## config.mk

```make
export PLATFORM = sky130hd
export DESIGN_NAME = nth_order_difference_core
export DESIGN_NICKNAME = d
export VERILOG_FILES = /design/src/rtl/ndiff_pkg.sv /design/src/rtl/nth_order_difference_core.sv /design/src/rtl/ndiff_cell.sv
export VERILOG_INCLUDE_DIRS = /design/src /design/src/rtl
export SDC_FILE = /design/constraint.sdc
export NUM_CORES = 2
export LEC_CHECK = 0
export BUFFER_PORTS_ARGS = -buffer_cell sky130_fd_sc_hd__buf_2
export CORE_MARGIN = 4
export CORE_UTILIZATION = 30
export DETAILED_ROUTE_END_ITERATION = 10
export GPL_ROUTABILITY_DRIVEN = 0
export GPL_TIMING_DRIVEN = 1
export PLACE_DENSITY = 0.43
export SYNTH_ARGS = -nofsm -noshare
export SYNTH_HDL_FRONTEND = slang
export SYNTH_SLANG_ARGS = --single-unit
export TNS_END_PERCENT = 100
```

## constraint.sdc

```tcl
create_clock -name clk -period 17.93 [get_ports clk]
set_input_delay 3.586 -clock clk [delete_from_list [all_inputs] [get_ports clk]]
set_output_delay 3.586 -clock clk [all_outputs]
set_load 0.05 [all_outputs]
```

## src/rtl/nth_order_difference_core_defines.svh

```systemverilog
// ---------------------------------------------------------------------------
// nth_order_difference_core_defines.svh
// Assertion macros shared by the difference core RTL.
// ---------------------------------------------------------------------------
`ifndef NTH_ORDER_DIFFERENCE_CORE_DEFINES_SVH
`define NTH_ORDER_DIFFERENCE_CORE_DEFINES_SVH

// Property that must hold at every clock edge outside reset
`define NDIFF_ASSERT_ALWAYS(label, prop, msg) \
  label: assert property (@(posedge clk) disable iff (rst) (prop)) else $error(msg);

// Same-cycle implication
`define NDIFF_ASSERT_IMP(label, ante, cons, msg) \
  label: assert property (@(posedge clk) disable iff (rst) (ante) |-> (cons)) else $error(msg);

// Next-cycle implication
`define NDIFF_ASSERT_NXT(label, ante, cons, msg) \
  label: assert property (@(posedge clk) disable iff (rst) (ante) |=> (cons)) else $error(msg);

`endif

```

## src/rtl/ndiff_pkg.sv

```systemverilog
// ---------------------------------------------------------------------------
// ndiff_pkg
// Types and constants for the order-n difference core.
// ---------------------------------------------------------------------------
package ndiff_pkg;

  // Default sizing
  localparam int MAX_ORDER_DEFAULT  = 8;
  localparam int DATA_WIDTH_DEFAULT = 64;

  // Configuration register indexes
  localparam logic REG_ORDER      = 1'b0;
  localparam logic REG_WIDTH_MODE = 1'b1;

  // Configuration reset values
  localparam logic [3:0] ORDER_RESET      = 4'd1;
  localparam logic [1:0] WIDTH_MODE_RESET = 2'd3;

  // Input item
  typedef struct packed {
    logic [63:0] sample;
    logic        slice_end;
  } sample_t;

  // Result item
  typedef struct packed {
    logic [63:0] difference;
    logic        slice_done;
  } result_t;

  // Control that travels with an item down the cell chain
  typedef struct packed {
    logic valid;
    logic emit;
    logic last;
  } cell_ctrl_t;

endpackage

```

## src/rtl/nth_order_difference_core.sv

```systemverilog
// ---------------------------------------------------------------------------
// nth_order_difference_core
// Streaming order-n forward difference over slices, built as a chain of
// first-difference cells with wraparound at the configured element width.
// ---------------------------------------------------------------------------
//
//   channel  | handshake                     | payload
//   ---------+-------------------------------+---------------------------
//   input    | sample_valid / sample_ready   | sample_item (sample_t)
//   output   | result_valid / result_ready   | result_item (result_t)
//   config   | write_enable                  | write_index, write_data
//
// One item per cycle is accepted while sample_ready is high; each item is
// registered in each cell of the chain in turn before its result is shown.
// Items that give no result (the first n of a slice) leave the chain at
// its end without a handshake.
// Each cell holds its item until the next cell takes it, so a stalled
// output fills the chain before sample_ready drops.
// Synchronous reset clears the chain and the slice count and loads the
// register reset values; the stored previous values need no clearing.
// ---------------------------------------------------------------------------
`include "nth_order_difference_core_defines.svh"

module nth_order_difference_core #(
  parameter int MAX_ORDER  = ndiff_pkg::MAX_ORDER_DEFAULT,
  parameter int DATA_WIDTH = ndiff_pkg::DATA_WIDTH_DEFAULT
) (
  input  logic               clk,
  input  logic               rst,
  input  logic               sample_valid,
  output logic               sample_ready,
  input  ndiff_pkg::sample_t sample_item,
  output logic               result_valid,
  input  logic               result_ready,
  output ndiff_pkg::result_t result_item,
  input  logic               write_enable,
  input  logic               write_index,
  input  logic [3:0]         write_data
);

  localparam int OW = $clog2(MAX_ORDER + 1);

  logic [3:0]            order;
  logic [1:0]            width_mode;
  logic [OW-1:0]         seen_count;
  logic [OW-1:0]         order_eff;
  logic [DATA_WIDTH-1:0] mask;
  logic [DATA_WIDTH-1:0] final_value;
  logic                  accept;

  ndiff_pkg::cell_ctrl_t ctrl_chain [0:MAX_ORDER];
  logic [DATA_WIDTH-1:0] v_chain    [0:MAX_ORDER];
  logic [DATA_WIDTH-1:0] res_chain  [0:MAX_ORDER];
  logic                  ready_chain [0:MAX_ORDER];

  // Configuration registers
  always_ff @(posedge clk) begin
    if (rst) begin
      order      <= ndiff_pkg::ORDER_RESET;
      width_mode <= ndiff_pkg::WIDTH_MODE_RESET;
    end else if (write_enable) begin
      case (write_index)
        ndiff_pkg::REG_ORDER:      order      <= write_data;
        ndiff_pkg::REG_WIDTH_MODE: width_mode <= write_data[1:0];
        default: ;
      endcase
    end
  end

  // Clamp the order to the chain length
  always_comb begin
    if (int'(order) > MAX_ORDER) begin
      order_eff = OW'(MAX_ORDER);
    end else begin
      order_eff = OW'(order);
    end
  end

  // Element mask, clamped to the data width
  always_comb begin
    int bits;
    bits = 8 << width_mode;
    for (int i = 0; i < DATA_WIDTH; i++) begin
      mask[i] = (i < bits);
    end
  end

  // Count elements of the current slice, saturating
  assign accept = sample_valid && sample_ready;

  always_ff @(posedge clk) begin
    if (rst) begin
      seen_count <= '0;
    end else if (accept) begin
      if (sample_item.slice_end) begin
        seen_count <= '0;
      end else if (seen_count < OW'(MAX_ORDER)) begin
        seen_count <= seen_count + 1'b1;
      end
    end
  end

  // Feed the head of the chain
  assign ctrl_chain[0].valid = sample_valid;
  assign ctrl_chain[0].emit  = (seen_count >= order_eff);
  assign ctrl_chain[0].last  = sample_item.slice_end;
  assign v_chain[0]          = sample_item.sample[DATA_WIDTH-1:0] & mask;
  assign res_chain[0]        = '0;
  assign sample_ready        = ready_chain[0];

  // Chain of difference cells
  for (genvar k = 0; k < MAX_ORDER; k++) begin : g_cell
    ndiff_cell #(
      .DATA_WIDTH  (DATA_WIDTH),
      .ORDER_WIDTH (OW),
      .INDEX       (k)
    ) u_cell (
      .clk       (clk),
      .rst       (rst),
      .ctrl_in   (ctrl_chain[k]),
      .v_in      (v_chain[k]),
      .res_in    (res_chain[k]),
      .order_eff (order_eff),
      .mask      (mask),
      .take      (ready_chain[k+1]),
      .ready     (ready_chain[k]),
      .ctrl_out  (ctrl_chain[k+1]),
      .v_out     (v_chain[k+1]),
      .res_out   (res_chain[k+1])
    );
  end

  // Drop items without a result at the tail; hold a result until taken
  assign result_valid           = ctrl_chain[MAX_ORDER].valid && ctrl_chain[MAX_ORDER].emit;
  assign ready_chain[MAX_ORDER] = !result_valid || result_ready;

  // Full-order result comes off the last difference
  assign final_value = (order_eff == OW'(MAX_ORDER)) ? v_chain[MAX_ORDER]
                                                     : res_chain[MAX_ORDER];

  assign result_item.difference = 64'(final_value & mask);
  assign result_item.slice_done = ctrl_chain[MAX_ORDER].last;

  // Assertions
  `NDIFF_ASSERT_ALWAYS(a_seen_bound, seen_count <= OW'(MAX_ORDER), "slice count past chain length")
  `NDIFF_ASSERT_NXT(a_slice_restart, accept && sample_item.slice_end, seen_count == '0, "slice count not cleared")
  `NDIFF_ASSERT_IMP(a_stall_cause, !sample_ready, result_valid && !result_ready, "input stalled without output stall")
  `NDIFF_ASSERT_IMP(a_mask_clean, result_valid, (final_value & ~mask) == '0, "result mask broken")

endmodule

```

## src/rtl/ndiff_cell.sv

```systemverilog
// ---------------------------------------------------------------------------
// ndiff_cell
// One first-difference cell: keeps the previous input it saw and passes
// the difference and the running result to the next cell.
// ---------------------------------------------------------------------------
module ndiff_cell #(
  parameter int DATA_WIDTH  = ndiff_pkg::DATA_WIDTH_DEFAULT,
  parameter int ORDER_WIDTH = 4,
  parameter int INDEX       = 0
) (
  input  logic                   clk,
  input  logic                   rst,
  input  ndiff_pkg::cell_ctrl_t  ctrl_in,
  input  logic [DATA_WIDTH-1:0]  v_in,
  input  logic [DATA_WIDTH-1:0]  res_in,
  input  logic [ORDER_WIDTH-1:0] order_eff,
  input  logic [DATA_WIDTH-1:0]  mask,
  input  logic                   take,
  output logic                   ready,
  output ndiff_pkg::cell_ctrl_t  ctrl_out,
  output logic [DATA_WIDTH-1:0]  v_out,
  output logic [DATA_WIDTH-1:0]  res_out
);

  logic [DATA_WIDTH-1:0] prev;

  // Load a new item when empty or when the held item moves on
  assign ready = !ctrl_out.valid || take;

  // Control register
  always_ff @(posedge clk) begin
    if (rst) begin
      ctrl_out <= '0;
    end else if (ready) begin
      ctrl_out <= ctrl_in;
    end
  end

  // Difference wrapped to the element width, result tap and previous value
  always_ff @(posedge clk) begin
    if (ready && ctrl_in.valid) begin
      prev  <= v_in;
      v_out <= (v_in - prev) & mask;
      if (order_eff == ORDER_WIDTH'(INDEX)) begin
        res_out <= v_in;
      end else begin
        res_out <= res_in;
      end
    end
  end

endmodule

```

==> metrics <==
root buffer cell clkbuf_16; Crit path arrival time 6.10 ns; cell taking the most area after synthesis edfxtp_1; # DRC 0; count of warnings emitted by yosys 0; CTS tree yes; predominant post-synthesis flop cell edfxtp_1; hpwl dp 152.5 mm; PD cells 97.09 mW/mm2; worst-path maximum fanout 10; clk_lat worst skew 0.84 ns; asr flop ratio synth 0%; FF-to-FF Start width_mode[0]; largest family of logic cells by synthesized area compound AO/OA/AOI/OAI gates; Die ar. 0.3024 mm2; internal reg-to-reg setup slack 12.52 ns; Max VDD drop 0.00007364 V; fin. max-slew vios 0; Starting DRT DRC Count 2884; routed wire length 205.2 mm; hold_sp g_cell[1].u_cell.ctrl_out[1]; row count 198; met3 WL 7.297 mm; Slew headroom 22.18%; endpoint class of the critical path primary output; Setup CP Type input pin to primary output; Hold WS 0.4563 ns; met1 WL 102.6 mm; Tcrit/Tclk final 54.00%; xor/xnor share of the synthesized area 4.533%; Startpoint Class input pin; Worst R2R End g_cell[0].u_cell.v_out[62]; most frequent cell after synthesis edfxtp_1; Min Clock Period, post-route 9.682 ns; Initial DRT Pass Iterations 8; Yosys cell types 98; syn nets 8450; DR vias/cell 4.640; first-pass GRT wire length 323.0 mm; RSZ-0062 raised after global routing false; Routed Antenna Nets 0; largest net degree at the start of global routing 136; Starting Density 30.21%; Simple-Gate Fraction of Synth Area 11.15%; IO Count 142; H-Tree Level Count 4; Post-synth EDFFs 1536; final setup vio count 0; Die Y 549.9 um; clk_skew 0.03600 ns; cell depth of the worst hold path 2; CTS hold repair buffers 0; WL per Instance 17.12 um; setup slack at placement 8.205 ns; final hold viol count 0; initial antenna violation count 8; Cells after Synth 7854; number of buffers inserted by port buffering 141; Leak Pwr 38.00 nW; core area 0.2916 mm2; Resize count post-CTS 0; status finished, final reports clean; layout cells sized above 1 12.50%; Adder-Cell Fraction of Synth Area 7.467%; complex-gate fraction of the synthesized area 12.91%; Worst-Margin Slew 1.138 ns; max layer used met5; CTS Buf Count 199; R2R cell count 15; Max Freq 103.3 MHz; Layout area overhead 12.78%; gr usage total 13.26%; register area share after synthesis 53.13%; worst setup margin 8.248 ns; Max Root-Sink Buffers 4; post-synth top area share 52.35%; postcts setup bufs 0; Avg Cell Area, Syn 11.22 um2; Vias 55.59k; synth cell count leaders edfxtp_1, inv_1, nor2_1; Clock transition at path regs 0.06 ns; clk sinks 1570; Synth Register Bits 1570; GRT overflow 0; Mapped Area 0.08810 mm2; WL met2 86.90 mm; vias in the first global route 56.97k; max cap viols 0; Hold WC Path Type flip-flop to flip-flop; Die X 549.9 um; Hold Path Sink g_cell[1].u_cell.ctrl_out[1]; mux cell area share after synthesis 6.587%; Critical Path RT 14.34 ns; Layout fillers 29.14k; final setup TNS 0 ns; final layout net count 8522; dominant cells by area after synthesis edfxtp_1, ha_1, mux2_2
## cell usage in the layout, fill, tap and decap left out, drive strengths merged, types with 11 or more instances in the layout
cell type  count
a31oi         55
xor2         171
and3          88
a21boi        21
o31ai         32
nand4        142
nor3b         11
nor3         112
xnor2        285
or3           30
a41oi         22
a221oi        15
a21oi        621
edfxtp      1536
o21bai       118
o211ai        36
nor4          19
mux2i         69
o31a          23
nor2         639
dfxtp         34
inv          658
mux2         454
or2           23
o21ai        324
o21a          68
clkinv        89
a21o         292
nand2        460
o221ai        11
nand2b        69
nand3         87
ha           513
and2         241
a211oi        38
clkbuf       232
buf          182
bufinv        24
a221o         18
nor2b         76
## logic make-up (layout without fill, tap and decap cells)
logic type,after synthesis,count (layout)
flip-flops,1570,1570
AND/OR/NAND/NOR,2031,2031
AO/OA/AOI/OAI,1786,1786
adder cells (fa/ha/maj),521,521
other,0,2
buffers and inverters,967,1192
XOR/XNOR,456,456
multiplexers,523,523
## per-layer routing
layer	global-route usage (%)	vias up
met2	20.35	1061
met3	1.968	445
li1	-	28685
met1	18.90	25400
met4	4.923	2
met5	0	-
## report_power, final
part           internal, mW  leakage (nW)  switching (mW)
sequential             4.23          14.5          0.0776
clock                  2.43          3.17            1.53
combinational         0.545          20.3           0.834
## sequential cells by signal, summed over array words and instances (netlist names)
name and cells:
order 4, seen_count 4, g_cell.u_cell.prev 512, g_cell.u_cell.v_out 512, g_cell.u_cell.ctrl_out 24, width_mode 2
g_cell.u_cell.res_out 512
## final cells by class
type	count	area [um2]	share of cell area (%)
tap	3900	4880	4.911
inverter	656	2470	2.486
clock buffer	232	5261	5.295
clock inverter	122	1209	1.216
multi-input combinational	5317	37680	37.93
antenna	2	5.005	0.005037
sequential	1570	46810	47.11
timing repair buffer	182	1039	1.045
## worst max-delay path, cell delays in order
cell     delay, ns
buf_2         0.10
nor2b_1       0.53
and3_1        0.50
and3_1        0.55
and3_1        0.36
nand2_1       0.19
buf_2         0.26
## how the worst max path moves through the flow
stage	from	end	slack, ns	cells past startpoint
floorplan	result_ready	g_cell[2].u_cell.prev[0]	3.38	7
global placement	result_ready	sample_ready	8.28	7
detailed placement	result_ready	sample_ready	8.21	7
CTS	result_ready	sample_ready	8.21	7
global route	result_ready	sample_ready	8.01	7
finish	result_ready	sample_ready	8.25	7
## metrics by stage
step | cell area, um2 | std cells | utilization [%] | power (mW)
floorplan | 88100 | 7854 | - | 5.412
finish | 99360 | 11981 | 34.08 | 9.647
global route | 99360 | 11981 | 34.08 | 10.13
detailed placement | 92890 | 11625 | 31.86 | 5.758
global placement | 92890 | 11625 | 31.86 | 5.756
CTS | 99360 | 11979 | 34.07 | 9.801
No activity file was read; power rests on OpenSTA's default activity.
